`config.mk`:
```
export PLATFORM = sky130hd
export DESIGN_NAME = copy_area_rect_clip
export DESIGN_NICKNAME = d
export VERILOG_FILES = /design/src/sv/carc_pkg.sv /design/src/sv/copy_area_rect_clip.sv /design/src/sv/carc_front.sv /design/src/sv/carc_queue.sv /design/src/sv/carc_back.sv
export SDC_FILE = /design/constraint.sdc
export NUM_CORES = 2
export LEC_CHECK = 0
export ABC_AREA = 1
export BUFFER_PORTS_ARGS = -buffer_cell sky130_fd_sc_hd__buf_2
export CORE_MARGIN = 1
export CORE_UTILIZATION = 45
export CTS_CLUSTER_SIZE = 24
export DETAILED_ROUTE_END_ITERATION = 8
export GPL_ROUTABILITY_DRIVEN = 1
export MAX_ROUTING_LAYER = met4
export SLEW_MARGIN = 20
export SYNTH_ARGS = -nofsm -noshare
export SYNTH_HDL_FRONTEND = slang
export SYNTH_HIERARCHICAL = 1
export SYNTH_SLANG_ARGS = --single-unit
```
`constraint.sdc`:
```
create_clock -name clk -period 16.7 [get_ports clk]
set_input_delay 1.67 -clock clk [delete_from_list [all_inputs] [get_ports clk]]
set_output_delay 1.67 -clock clk [all_outputs]
set_load 0.05 [all_outputs]
```
`src/sv/carc_pkg.sv`:
```
`timescale 1ns / 1ps

package carc_pkg;

    // coordinate and size widths of the command and result fields
    localparam int COORD_BITS = 16;
    localparam int SIZE_BITS  = COORD_BITS - 1;
    // internal width, two bits of headroom so no step wraps
    localparam int IW         = COORD_BITS + 2;

    // exposure tiles per command and their slots, in emit order
    localparam int NUM_TILES  = 4;
    localparam int TILE_IDX_W = $clog2(NUM_TILES);
    localparam int TILE_TOP   = 0;
    localparam int TILE_LEFT  = 1;
    localparam int TILE_RIGHT = 2;
    localparam int TILE_BELOW = 3;

    // destination kind codes
    localparam logic [1:0] DK_PIXMAP = 2'd0;
    localparam logic [1:0] DK_WINDOW = 2'd1;

    typedef logic signed [IW-1:0] icoord_t;

    typedef enum logic [1:0] {
        KIND_COPY  = 2'd0,
        KIND_TILE  = 2'd1,
        KIND_NONE  = 2'd2,
        KIND_NOSRC = 2'd3
    } kind_t;

    typedef enum logic [1:0] {
        TGT_NONE   = 2'd0,
        TGT_PIXMAP = 2'd1,
        TGT_WINDOW = 2'd2
    } target_t;

    typedef struct packed {
        logic signed [COORD_BITS-1:0] src_x;
        logic signed [COORD_BITS-1:0] src_y;
        logic signed [COORD_BITS-1:0] dst_x;
        logic signed [COORD_BITS-1:0] dst_y;
        logic [SIZE_BITS-1:0]         width;
        logic [SIZE_BITS-1:0]         height;
        logic [SIZE_BITS-1:0]         dst_width;
        logic [SIZE_BITS-1:0]         dst_height;
        logic [1:0]                   dst_kind;
        logic                         clip_source;
        logic [SIZE_BITS-1:0]         src_width;
        logic [SIZE_BITS-1:0]         src_height;
    } cmd_t;

    typedef struct packed {
        kind_t                        kind;
        target_t                      target;
        logic signed [COORD_BITS-1:0] from_x;
        logic signed [COORD_BITS-1:0] from_y;
        logic signed [COORD_BITS-1:0] rect_x;
        logic signed [COORD_BITS-1:0] rect_y;
        logic [SIZE_BITS-1:0]         rect_w;
        logic [SIZE_BITS-1:0]         rect_h;
        logic                         last;
    } res_t;

    typedef struct packed {
        logic signed [COORD_BITS-1:0] x;
        logic signed [COORD_BITS-1:0] y;
        logic [SIZE_BITS-1:0]         w;
        logic [SIZE_BITS-1:0]         h;
    } rect_t;

    // one classified command, as handed from front to back
    typedef struct packed {
        kind_t                        kind;
        target_t                      target;
        logic signed [COORD_BITS-1:0] from_x;
        logic signed [COORD_BITS-1:0] from_y;
        rect_t                        rect;
        logic [NUM_TILES-1:0]         tile_mask;
        rect_t [NUM_TILES-1:0]        tiles;
    } plan_t;

    function automatic icoord_t ext_coord(input logic [COORD_BITS-1:0] v);
        return {{(IW-COORD_BITS){v[COORD_BITS-1]}}, v};
    endfunction

    function automatic icoord_t ext_size(input logic [SIZE_BITS-1:0] v);
        return {{(IW-SIZE_BITS){1'b0}}, v};
    endfunction

    function automatic logic signed [COORD_BITS-1:0] cut_coord(input icoord_t v);
        return v[COORD_BITS-1:0];
    endfunction

    function automatic rect_t make_rect(input icoord_t x, input icoord_t y,
                                        input icoord_t w, input icoord_t h);
        rect_t r;
        r.x = x[COORD_BITS-1:0];
        r.y = y[COORD_BITS-1:0];
        r.w = w[SIZE_BITS-1:0];
        r.h = h[SIZE_BITS-1:0];
        return r;
    endfunction

endpackage

```
`src/sv/copy_area_rect_clip.sv`:
```
`timescale 1ns / 1ps

// Area-copy clipper: each command pushed in is clipped to the destination drawable
// and, when clip_source is set, to the source drawable, and comes out as one copy
// beat followed by up to four exposure tiles (above, left, right, below), or as a
// single nothing or no-source beat; last marks a command's final beat. A front
// pipeline of three register stages takes one command per clock, while the queue
// has room, into a small command queue; the back end emits one result beat per
// clock while pop is held high, from its output register, so a command occupies
// the result side for one beat plus one per exposure tile. A command's first result
// passes the three front stages, the queue and the back end's command register
// before it is loaded into the output register.
module copy_area_rect_clip import carc_pkg::*;
#(
    parameter int QUEUE_DEPTH = 2
)
(
    input  logic clk,
    input  logic rst_n,
    input  logic push,
    output logic full,
    input  cmd_t cmd,
    output logic empty,
    input  logic pop,
    output res_t res
);

    logic  q_push, q_full, q_pop, q_empty;
    plan_t plan_in, plan_out;

    // classify and clip
    carc_front u_front (
        .clk    (clk),
        .rst_n  (rst_n),
        .push   (push),
        .full   (full),
        .cmd    (cmd),
        .q_push (q_push),
        .q_full (q_full),
        .plan   (plan_in)
    );

    // decoupling queue
    carc_queue #(
        .DEPTH (QUEUE_DEPTH)
    ) u_queue (
        .clk     (clk),
        .rst_n   (rst_n),
        .wr      (q_push),
        .wr_data (plan_in),
        .full    (q_full),
        .rd      (q_pop),
        .rd_data (plan_out),
        .empty   (q_empty)
    );

    // result sequencing
    carc_back u_back (
        .clk     (clk),
        .rst_n   (rst_n),
        .q_data  (plan_out),
        .q_empty (q_empty),
        .q_pop   (q_pop),
        .empty   (empty),
        .pop     (pop),
        .res     (res)
    );

endmodule

```
`src/sv/carc_front.sv`:
```
`timescale 1ns / 1ps

module carc_front import carc_pkg::*;
(
    input  logic  clk,
    input  logic  rst_n,
    input  logic  push,
    output logic  full,
    input  cmd_t  cmd,
    output logic  q_push,
    input  logic  q_full,
    output plan_t plan
);

    typedef struct packed {
        target_t target;
        logic    none;
        logic    csrc;
        icoord_t sx;
        icoord_t sy;
        icoord_t x;
        icoord_t y;
        icoord_t w;
        icoord_t h;
        icoord_t dw;
        icoord_t dh;
        icoord_t sw;
        icoord_t sh;
    } s1_t;

    typedef struct packed {
        target_t target;
        logic    none;
        logic    csrc;
        icoord_t sx;
        icoord_t sy;
        icoord_t x;
        icoord_t y;
        icoord_t w;
        icoord_t h;
        icoord_t sw;
        icoord_t sh;
    } s2_t;

    typedef struct packed {
        target_t target;
        logic    none;
        logic    csrc;
        icoord_t sx;
        icoord_t sy;
        icoord_t x;
        icoord_t y;
        icoord_t w;
        icoord_t h;
        icoord_t dv;
        logic    below;
        logic    sx_neg;
        logic    sy_neg;
        icoord_t w1;
        icoord_t sx1;
        icoord_t sy1;
        icoord_t x1;
        icoord_t y1;
        icoord_t dhx;
    } s3_t;

    logic v1_reg, v2_reg, v3_reg;
    logic rdy1, rdy2, rdy3;
    s1_t  s1_reg, s1_next;
    s2_t  s2_reg, s2_next;
    s3_t  s3_reg, s3_next;

    // stall chain back from the queue
    assign rdy3   = !v3_reg || !q_full;
    assign rdy2   = !v2_reg || rdy3;
    assign rdy1   = !v1_reg || rdy2;
    assign full   = !rdy1;
    assign q_push = v3_reg && !q_full;

    // stage 1: decode kind, clip at destination left and top
    always_comb
    begin
        icoord_t x, y, sx, sy, w, h;
        x  = ext_coord(cmd.dst_x);
        y  = ext_coord(cmd.dst_y);
        sx = ext_coord(cmd.src_x);
        sy = ext_coord(cmd.src_y);
        w  = ext_size(cmd.width);
        h  = ext_size(cmd.height);
        case (cmd.dst_kind)
            DK_PIXMAP:
            begin
                s1_next.target = TGT_PIXMAP;
                s1_next.none   = 1'b0;
            end
            DK_WINDOW:
            begin
                s1_next.target = TGT_WINDOW;
                s1_next.none   = 1'b0;
            end
            default:
            begin
                s1_next.target = TGT_NONE;
                s1_next.none   = 1'b1;
            end
        endcase
        s1_next.csrc = cmd.clip_source;
        s1_next.sx   = x[IW-1] ? sx - x : sx;
        s1_next.w    = x[IW-1] ? w + x : w;
        s1_next.x    = x[IW-1] ? icoord_t'(0) : x;
        s1_next.sy   = y[IW-1] ? sy - y : sy;
        s1_next.h    = y[IW-1] ? h + y : h;
        s1_next.y    = y[IW-1] ? icoord_t'(0) : y;
        s1_next.dw   = ext_size(cmd.dst_width);
        s1_next.dh   = ext_size(cmd.dst_height);
        s1_next.sw   = ext_size(cmd.src_width);
        s1_next.sh   = ext_size(cmd.src_height);
    end

    // stage 2: clip at destination right and bottom
    always_comb
    begin
        icoord_t wlim, hlim;
        wlim = s1_reg.dw - s1_reg.x;
        hlim = s1_reg.dh - s1_reg.y;
        s2_next.target = s1_reg.target;
        s2_next.none   = s1_reg.none;
        s2_next.csrc   = s1_reg.csrc;
        s2_next.sx     = s1_reg.sx;
        s2_next.sy     = s1_reg.sy;
        s2_next.x      = s1_reg.x;
        s2_next.y      = s1_reg.y;
        s2_next.w      = (s1_reg.w > wlim) ? wlim : s1_reg.w;
        s2_next.h      = (s1_reg.h > hlim) ? hlim : s1_reg.h;
        s2_next.sw     = s1_reg.sw;
        s2_next.sh     = s1_reg.sh;
    end

    // stage 3: empty check, source bounds in both axes side by side
    always_comb
    begin
        logic sxn, syn;
        sxn = s2_reg.sx[IW-1];
        syn = s2_reg.sy[IW-1];
        s3_next.target = s2_reg.target;
        s3_next.none   = s2_reg.none || (s2_reg.w <= 0) || (s2_reg.h <= 0);
        s3_next.csrc   = s2_reg.csrc;
        s3_next.sx     = s2_reg.sx;
        s3_next.sy     = s2_reg.sy;
        s3_next.x      = s2_reg.x;
        s3_next.y      = s2_reg.y;
        s3_next.w      = s2_reg.w;
        s3_next.h      = s2_reg.h;
        s3_next.dv     = s2_reg.sh - s2_reg.sy;
        s3_next.below  = s2_reg.h > (s2_reg.sh - s2_reg.sy);
        s3_next.sx_neg = sxn;
        s3_next.sy_neg = syn;
        s3_next.w1     = sxn ? s2_reg.w + s2_reg.sx : s2_reg.w;
        s3_next.sx1    = sxn ? icoord_t'(0) : s2_reg.sx;
        s3_next.sy1    = syn ? icoord_t'(0) : s2_reg.sy;
        s3_next.x1     = sxn ? s2_reg.x - s2_reg.sx : s2_reg.x;
        s3_next.y1     = syn ? s2_reg.y - s2_reg.sy : s2_reg.y;
        s3_next.dhx    = sxn ? s2_reg.sw : s2_reg.sw - s2_reg.sx;
    end

    // final step into the queue: remaining sizes, tiles and the verdict
    always_comb
    begin
        icoord_t hmin, hf, wf;
        logic    right, nosrc;
        hmin  = s3_reg.below ? s3_reg.dv : s3_reg.h;
        hf    = s3_reg.sy_neg ? hmin + s3_reg.sy : hmin;
        right = s3_reg.w1 > s3_reg.dhx;
        wf    = right ? s3_reg.dhx : s3_reg.w1;
        nosrc = (hf <= 0) || (wf <= 0);

        plan.tiles[TILE_TOP]   = make_rect(s3_reg.x, s3_reg.y, s3_reg.w, -s3_reg.sy);
        plan.tiles[TILE_LEFT]  = make_rect(s3_reg.x, s3_reg.y1, -s3_reg.sx, hf);
        plan.tiles[TILE_RIGHT] = make_rect(s3_reg.x1 + s3_reg.dhx, s3_reg.y1,
                                           s3_reg.w1 - s3_reg.dhx, hf);
        plan.tiles[TILE_BELOW] = make_rect(s3_reg.x, s3_reg.y + s3_reg.dv, s3_reg.w,
                                           s3_reg.h - s3_reg.dv);
        plan.tile_mask = '0;
        plan.target    = s3_reg.target;
        plan.from_x    = '0;
        plan.from_y    = '0;
        plan.rect      = make_rect(s3_reg.x, s3_reg.y, s3_reg.w, s3_reg.h);
        if (s3_reg.none)
        begin
            plan.kind   = KIND_NONE;
            plan.target = TGT_NONE;
            plan.rect   = '0;
        end
        else if (!s3_reg.csrc)
        begin
            plan.kind   = KIND_COPY;
            plan.from_x = cut_coord(s3_reg.sx);
            plan.from_y = cut_coord(s3_reg.sy);
        end
        else if (nosrc)
        begin
            plan.kind = KIND_NOSRC;
        end
        else
        begin
            plan.kind                  = KIND_COPY;
            plan.from_x                = cut_coord(s3_reg.sx1);
            plan.from_y                = cut_coord(s3_reg.sy1);
            plan.rect                  = make_rect(s3_reg.x1, s3_reg.y1, wf, hf);
            plan.tile_mask[TILE_TOP]   = s3_reg.sy_neg;
            plan.tile_mask[TILE_LEFT]  = s3_reg.sx_neg;
            plan.tile_mask[TILE_RIGHT] = right;
            plan.tile_mask[TILE_BELOW] = s3_reg.below;
        end
    end

    // stage valids
    always_ff @(posedge clk or negedge rst_n)
    begin
        if (!rst_n)
        begin
            v1_reg <= 1'b0;
            v2_reg <= 1'b0;
            v3_reg <= 1'b0;
        end
        else
        begin
            if (rdy1)
                v1_reg <= push;
            if (rdy2)
                v2_reg <= v1_reg;
            if (rdy3)
                v3_reg <= v2_reg;
        end
    end

    // stage data
    always_ff @(posedge clk)
    begin
        if (rdy1)
            s1_reg <= s1_next;
        if (rdy2)
            s2_reg <= s2_next;
        if (rdy3)
            s3_reg <= s3_next;
    end

endmodule

```
`src/sv/carc_queue.sv`:
```
`timescale 1ns / 1ps

module carc_queue import carc_pkg::*;
#(
    parameter int DEPTH = 2
)
(
    input  logic  clk,
    input  logic  rst_n,
    input  logic  wr,
    input  plan_t wr_data,
    output logic  full,
    input  logic  rd,
    output plan_t rd_data,
    output logic  empty
);

    localparam int AW = (DEPTH > 1) ? $clog2(DEPTH) : 1;
    localparam int CW = $clog2(DEPTH + 1);

    plan_t          mem_reg [DEPTH];
    logic [AW-1:0]  wr_ptr_reg, wr_ptr_next;
    logic [AW-1:0]  rd_ptr_reg, rd_ptr_next;
    logic [CW-1:0]  count_reg, count_next;
    logic           do_wr, do_rd;

    assign full    = (count_reg == CW'(DEPTH));
    assign empty   = (count_reg == '0);
    assign do_wr   = wr && !full;
    assign do_rd   = rd && !empty;
    assign rd_data = mem_reg[rd_ptr_reg];

    // pointer and fill count update
    always_comb
    begin
        wr_ptr_next = wr_ptr_reg;
        rd_ptr_next = rd_ptr_reg;
        count_next  = count_reg;
        if (do_wr)
            wr_ptr_next = (wr_ptr_reg == AW'(DEPTH - 1)) ? '0 : wr_ptr_reg + 1'b1;
        if (do_rd)
            rd_ptr_next = (rd_ptr_reg == AW'(DEPTH - 1)) ? '0 : rd_ptr_reg + 1'b1;
        if (do_wr && !do_rd)
            count_next = count_reg + 1'b1;
        else if (do_rd && !do_wr)
            count_next = count_reg - 1'b1;
    end

    always_ff @(posedge clk or negedge rst_n)
    begin
        if (!rst_n)
        begin
            wr_ptr_reg <= '0;
            rd_ptr_reg <= '0;
            count_reg  <= '0;
        end
        else
        begin
            wr_ptr_reg <= wr_ptr_next;
            rd_ptr_reg <= rd_ptr_next;
            count_reg  <= count_next;
        end
    end

    // entry storage
    always_ff @(posedge clk)
    begin
        if (do_wr)
            mem_reg[wr_ptr_reg] <= wr_data;
    end

endmodule

```
`src/sv/carc_back.sv`:
```
`timescale 1ns / 1ps

module carc_back import carc_pkg::*;
(
    input  logic  clk,
    input  logic  rst_n,
    input  plan_t q_data,
    input  logic  q_empty,
    output logic  q_pop,
    output logic  empty,
    input  logic  pop,
    output res_t  res
);

    logic                  cur_valid_reg, cur_valid_next;
    logic                  pend_first_reg, pend_first_next;
    logic [NUM_TILES-1:0]  pend_tiles_reg, pend_tiles_next;
    plan_t                 plan_reg;
    logic                  out_valid_reg, out_valid_next;
    res_t                  out_reg;
    logic                  load_ok, emit, emit_last;
    logic [TILE_IDX_W-1:0] sel;
    logic [NUM_TILES-1:0]  rest_tiles;
    res_t                  emit_res;

    assign empty   = !out_valid_reg;
    assign res     = out_reg;
    assign load_ok = !out_valid_reg || pop;
    assign emit    = cur_valid_reg && load_ok;

    // pick the next result of the current command
    always_comb
    begin
        sel = '0;
        for (int i = NUM_TILES - 1; i >= 0; i--)
        begin
            if (pend_tiles_reg[i])
                sel = TILE_IDX_W'(i);
        end
        if (pend_first_reg)
        begin
            rest_tiles      = pend_tiles_reg;
            emit_res.kind   = plan_reg.kind;
            emit_res.from_x = plan_reg.from_x;
            emit_res.from_y = plan_reg.from_y;
            emit_res.rect_x = plan_reg.rect.x;
            emit_res.rect_y = plan_reg.rect.y;
            emit_res.rect_w = plan_reg.rect.w;
            emit_res.rect_h = plan_reg.rect.h;
        end
        else
        begin
            rest_tiles      = pend_tiles_reg & ~(NUM_TILES'(1) << sel);
            emit_res.kind   = KIND_TILE;
            emit_res.from_x = '0;
            emit_res.from_y = '0;
            emit_res.rect_x = plan_reg.tiles[sel].x;
            emit_res.rect_y = plan_reg.tiles[sel].y;
            emit_res.rect_w = plan_reg.tiles[sel].w;
            emit_res.rect_h = plan_reg.tiles[sel].h;
        end
        emit_last       = (rest_tiles == '0);
        emit_res.target = plan_reg.target;
        emit_res.last   = emit_last;
    end

    // take the next command when none is current or as the current one finishes
    assign q_pop = (!cur_valid_reg || (emit && emit_last)) && !q_empty;

    always_comb
    begin
        cur_valid_next  = cur_valid_reg;
        pend_first_next = pend_first_reg;
        pend_tiles_next = pend_tiles_reg;
        if (q_pop)
        begin
            cur_valid_next  = 1'b1;
            pend_first_next = 1'b1;
            pend_tiles_next = q_data.tile_mask;
        end
        else if (emit && emit_last)
        begin
            cur_valid_next = 1'b0;
        end
        else if (emit)
        begin
            pend_first_next = 1'b0;
            pend_tiles_next = rest_tiles;
        end
        out_valid_next = out_valid_reg;
        if (emit)
            out_valid_next = 1'b1;
        else if (pop)
            out_valid_next = 1'b0;
    end

    always_ff @(posedge clk or negedge rst_n)
    begin
        if (!rst_n)
        begin
            cur_valid_reg  <= 1'b0;
            pend_first_reg <= 1'b0;
            pend_tiles_reg <= '0;
            out_valid_reg  <= 1'b0;
        end
        else
        begin
            cur_valid_reg  <= cur_valid_next;
            pend_first_reg <= pend_first_next;
            pend_tiles_reg <= pend_tiles_next;
            out_valid_reg  <= out_valid_next;
        end
    end

    // command and result payload
    always_ff @(posedge clk)
    begin
        if (q_pop)
            plan_reg <= q_data;
        if (emit)
            out_reg <= emit_res;
    end

endmodule

```
Word-level counts from Yosys, hierarchy flattened
Memories as Yosys holds them, arrays and structs flattened.
Index checks and enable logic that the tools add are counted.

storage, ports and cells
  bits of input ports = 161
  bits in writable memories = 692
  output and inout bits = 101
  bits in registers = 981
  memories = 1

cells by class
  $lt $le $gt $ge = 9
  bitwise operators = 2
  shifts and indexed selects = 1
  add/subtract/negate cells = 22
  mux-type cells = 48
  reduce and logical (&&, ||, !) cells = 34
  equal/unequal tests = 3

memories
  memory           words  width  rd ports  clocked after Yosys merged registers in  wr ports  RTL line          source
  u_queue.mem_reg  2      346    1         0                                        1         carc_queue.sv:21  plan_t mem_reg [DEPTH];

operators with widths
  kind                                                             count
  two-way mux 62 bit                                               3
  two-way mux 18 bit                                               8
  binary-select mux 62 bit (select 2 bit)                          1
  two-way mux 98 bit                                               1
  less-or-equal comparator 18 x 1 -> 1 bit, second input constant  4
  two-way mux 66 bit                                               1
  two-way mux 32 bit                                               2
  two-way mux 15 bit                                               3
  adder 18 bit                                                     2
  greater-than comparator 17 x 18 -> 1 bit                         2
  greater-than comparator 18 bit                                   2
  subtractor 16 x 18 -> 18 bit                                     2
  adder 16 x 16 -> 17 bit                                          2
  subtractor 16 x 16 -> 17 bit                                     2
  adder 16 bit                                                     2
  two-way mux 16 bit                                               2
  subtractor 15 x 15 -> 16 bit                                     2
  subtractor 16 bit                                                2
  negation 15 bit                                                  2
  subtractor 15 bit                                                2
  two-way mux 2 bit                                                10
  two-way mux 4 bit                                                5
  two-way mux 1 bit                                                11
  zero test 1 bit                                                  10
  other kinds (17)                                                 36

Logic depth before layout (Yosys ltp)
  word-level depth = 16
  mapped depth = 28
  depth with buffers taken out = 27

Hierarchy
Netlist, hierarchy kept.

modules (own cells, without submodules)
  module      cells each  sequential area each (µm²)  instances  area an instance (µm²)
  carc_front  3841        15479.8                     1          33996.4
  carc_queue  1859        21120.3                     1          25657.1
  carc_back   1104        13538.0                     1          16524.6

Least setup slack after synthesis
OpenSTA, ideal clock, no wires.

  kind = register -> register
  from = register u_queue.count_reg[1]
  to = memory u_queue/mem_reg[1][0] (netlist bit) (enable)
  cell stages (with the launch flop) = 6
  period minus slack after synthesis = 16315 ps
  required time = 15631 ps
  path buffers = 0
  data arrival time = 15246 ps
  slack = 385 ps
  path through = dfrtp_1 > inv_1 > nor2_1 > nor2_1 > o21ai_0 > nor2_1

on the way
  word-level cells in the longest chain between the ends = 6

RTL lines
  item                                     RTL line                   source
  start: declaration                       carc_queue.sv:24           logic [CW-1:0] count_reg, count_next;
  start signal: assignment                 carc_queue.sv:61           count_reg <= count_next;
  == test 2 bit                            carc_queue.sv:27           assign full = (count_reg == CW'(DEPTH));
  via q_full                               copy_area_rect_clip.sv:28  logic q_push, q_full, q_pop, q_empty;
  zero test 1 bit                          carc_front.sv:78           assign q_push = v3_reg && !q_full;
  logical AND 1 bit                        carc_front.sv:78
  via q_push                               copy_area_rect_clip.sv:28
  logical AND 1 bit                        carc_queue.sv:29           assign do_wr = wr && !full;
  two-way mux 1 bit                        carc_queue.sv:68           if (do_wr)
  two-way mux 1 bit (not written as such)  carc_queue.sv:69           mem_reg[wr_ptr_reg] <= wr_data;
  end: declaration                         carc_queue.sv:21

The timed path passes the listed nets, and every way through them passes these cells.

Final worst setup path
  from = register u_front/s3_reg[9] (netlist bit)
  to = memory u_queue/mem_reg[1][264] (netlist bit) (data pin)

on the way
  word-level cells in the longest chain between the ends = 7

RTL lines
  item                                      RTL line           source
  start: declaration                        carc_front.sv:71   s3_t s3_reg, s3_next;
  start signal: assignment                  carc_front.sv:245  s3_reg <= s3_next;
  greater-than comparator 18 bit            carc_front.sv:173  right = s3_reg.w1 > s3_reg.dhx;
  two-way mux 18 bit (*)                    carc_front.sv:174  wf = right ? s3_reg.dhx : s3_reg.w1;
  less-or-equal comparator 18 x 1 -> 1 bit  carc_front.sv:175  nosrc = (hf <= 0) || (wf <= 0);
  logical OR 1 bit                          carc_front.sv:175
  two-way mux 98 bit (*)                    carc_front.sv:200  else if (nosrc)
  two-way mux 66 bit (*)                    carc_front.sv:194  else if (!s3_reg.csrc)
  two-way mux 62 bit (*)                    carc_front.sv:188  if (s3_reg.none)

Mark *: on every way between the ends. The rest lies on a longest branch, timed or not.

==> qor.yml <==
status:
  status: "completed"
clock_network:
  hold_buffers: 0
  cts_buffers: 172
  clockRootBuffer: "clkbuf_16"
  post_cts_buffers: 0
  cts_max_path_buffers: 3
  clock_sink_count: 1672
  worst_skew_pair.late_latency_ns: 0.83
  path_clk_slew_ns: 0.06
  cts_resized: 0
  htreeDepth: 4
  cts_tree: "done"
route:
  drtIter0Drc: 4233
  drc: 0
  firstDrtPassIters: 8
  detail-route-antenna-nets: 0
  wl_mm: 196
  via_per_inst: 5.17
  num_vias: 48035
  wire_per_inst_um: 21.1
grt:
  groute.layer.met3.usage_pct: 3.71
  grt_pass1_vias: 45770
  met1_usage_pct: 34.8
  overflow: 0
  grtUsageMet2_pct: 33.5
  grt_pass1_wl_mm: 288
  busiest_layer: "met1"
  grtUsageTotal_pct: 23.6
  antenna_found_initial: 11
  grt_max_degree: 182
power_and_ir_drop:
  switching_share_pct: 41.1
  clockPowerShare_pct: 19.2
  p_sw_uw: 8220
  pwr-share-comb_pct: 37.9
  vdd_ir_drop_max_uv: 190
  internal_power_uw: 11800
  p_leak_uw: 0.0353
  seq_power_share_pct: 42.9
  p_per_area_nw_per_um2: 237
logic_synthesis:
  netlist_instances: 6804
  synth_edf_count: 1658
  synthAdderAreaFrac_pct: 5.40
  synth.area.top_cells: "edfxtp_1 65%, nand2_1 10%, ha_1 5.0%, inv_1 2.9%, a21oi_1 2.4%"
  async_flop_share_pct: 0.837
  synth.top_cell.area_share_pct: 65.4
  netlist_area_um2: 76200
  yosys.area.top_type: "edfxtp_1"
  yosys.area_share.simple_pct: 15.2
  seq_area_frac_synth_pct: 65.8
  synth_compound_area_share_pct: 5.52
  synth-seq-cells: 1672
  syn_avg_cell_area_um2: 11.2
  synth_top_family_by_area: "simple AND/OR/NAND/NOR gates"
  synthMuxAreaShare_pct: 0
  ys.flop_type: "edfxtp_1"
  ys_types: 62
  ys_warn_count: 6
  synth-xor-area-share_pct: 2.24
timing:
  finalSetupViolCount: 0
  drv_slew: 0
  min_period_ns: 5.73
  hold_violations: 0
  fin_crit_sh_pct: 34.3
  fmax_ghz: 0.174
  tightest_slew_ns: 1.11
  fin_tns_setup_ns: 0
  rsz0062_at_grt: "false"
  maxSlewHeadroom_pct: 26.3
  skew_ns: 0.0355
layout:
  layout.cells.non_filler: 9295
  layout-drive-gt1-share_pct: 9.02
  largest_reg_flops: 700
  area_growth_pct: 10.6
  nNetsFinal: 7418
critical_path:
  arrival_ns: 6.29
  r2r.worst_path.cells: 21
  crit_fanout: 70
  crit_type: "reg2reg"
  cp-start-kind: "register"
  cp-end-kind: "register"
  worstPathRequired_ns: 17.26
placed_design:
  dp_hpwl_mm: 135
  io_buffers: 261
  globalplace.congestion: 0.928
  dp.cells: 8967
floorplanning:
  die_h_um: 413
  io_pins: 262
  start_util_pct: 45.5
  die_x_um: 413
  num_rows: 150
  core_area_um2: 168000
  die_area_um2: 171000
job:
  drv_cap: 0
min_path:
  min_path_type: "reg2reg"
  holdPathStages: 0
[layout by cell type, fill, tap and decap left out, drive strengths merged, types with 4 or more instances in the layout]
master	count
nor2	465
xnor2	71
a21o	15
o21a	8
o31ai	5
o21bai	13
buf	309
nand4	66
fa	16
nor3	32
clkinvlp	5
a21oi	359
nand3b	7
conb	4
o21ai	275
or2	48
a31oi	27
nand2	2098
nand3	159
a21boi	12
edfxtp	1658
clkbuf	214
inv	604
clkinv	82
ha	303
nor4	17
o211ai	29
a211oi	12
bufinv	16
dfrtp	14
xor2	124
[cell usage after synthesis, types with 7 or more instances]
library cell     n
a21boi_0        12
clkbuf_1        85
buf_1            9
nor4_1          17
nand3_1        155
a21o_1          15
nor2_2          12
or2_1           11
buf_2           65
o21a_1           8
o211ai_1        28
o21ai_0        270
nand3b_1         7
a31oi_1         27
nand2_1       2093
edfxtp_1      1658
xor2_1         124
fa_1            16
buf_6           13
a211oi_1        12
dfrtp_1         14
or2_2           28
nor3_1          31
buf_4          179
o21bai_1        13
or2_0            9
a21oi_1        358
nand4_1         66
inv_1          587
ha_1           303
nor2_1         450
xnor2_1         71
[logic make-up after synthesis]
group	after synthesis
buffers and inverters	949
and+or+nand+nor	2898
DFF	1672
other	1
adders and majority gates	319
AOI/OAI and AO/OA	770
xor gates and xnor gates	195
[cell type report]
cell class / instances / area [um2]
well taps: 2204 / 2760
diodes: 3 / 7.51
fillers: 14714 / 83300
clock inverters: 110 / 1160
flip-flops and latches: 1672 / 50100
inverters: 597 / 2290
multi-input cells: 4186 / 21700
repair buffers: 309 / 1710
clock buffers: 214 / 4530
[routing by layer]
layer / wire [um] / up-vias
met3: 12500 / 264
met1: 94500 / 23105
li1: - / 23252
met5: 0 / -
met4: 5020 / 0
met2: 83800 / 1414
[critical path, stage by stage, from the launching register on]
cell and delay (ns):
edfxtp_1 0.41, inv_1 0.14, ha_1 0.32, nand2_2 0.15, inv_1 0.05, a21oi_1 0.18, nand3_2 0.16, nand2_2 0.10
nand2_1 0.06, nand2_2 0.27, nand3_2 0.53, nand2_1 0.20, nand2_1 0.08, nor2_1 0.15, nand2_1 0.09, nor2_1 0.17
nand2_2 0.38, nand3_4 0.53, buf_4 0.83, nand2_1 0.39, nand2_1 0.15, nor2_1 0.07
[power groups by stage]
stage / clock network (uW) / logic [uW] / registers (uW)
floorplan: 0 / 4990 / 9050
global placement: 0 / 7510 / 8600
detailed placement: 0 / 7580 / 8650
CTS: 3920 / 7610 / 8580
global route: 4070 / 8400 / 8750
finish: 3830 / 7590 / 8580
[final timing paths]
path	from	to	slack, ns
max	u_front/s3_reg[9]$_DFFE_PP_	u_queue/mem_reg[1][264]$_DFFE_PP_	10.97
min	u_front/s1_reg[160]$_DFFE_PN_	u_front/s2_reg[124]$_DFFE_PP_	0.40
max reg2reg	u_front/s3_reg[9]$_DFFE_PP_	u_queue/mem_reg[1][264]$_DFFE_PP_	10.97
min reg2reg	u_front/s1_reg[160]$_DFFE_PN_	u_front/s2_reg[124]$_DFFE_PP_	0.40
max in group asynchronous	rst_n	u_queue/rd_ptr_reg$_DFFE_PN0P_	15.46
min in group asynchronous	rst_n	u_front/v2_reg$_DFFE_PN0P_	0.83
[stage by stage]
stage                     power, uW  hold WS, ns  setup WS, ns  utilization [%]  area, um2
after detailed placement      16200        0.405         10.82             46.9      78500
after global routing          21200        0.413         10.61             50.3      84300
after CTS                     20100        0.403         10.79             50.3      84200
after global placement        16100        0.401         10.88             46.9      78500
final                         20000        0.398         10.97             50.3      84300
after floorplan               14000        0.400         0.385                -      76200
(Power assumes the default switching activity.)
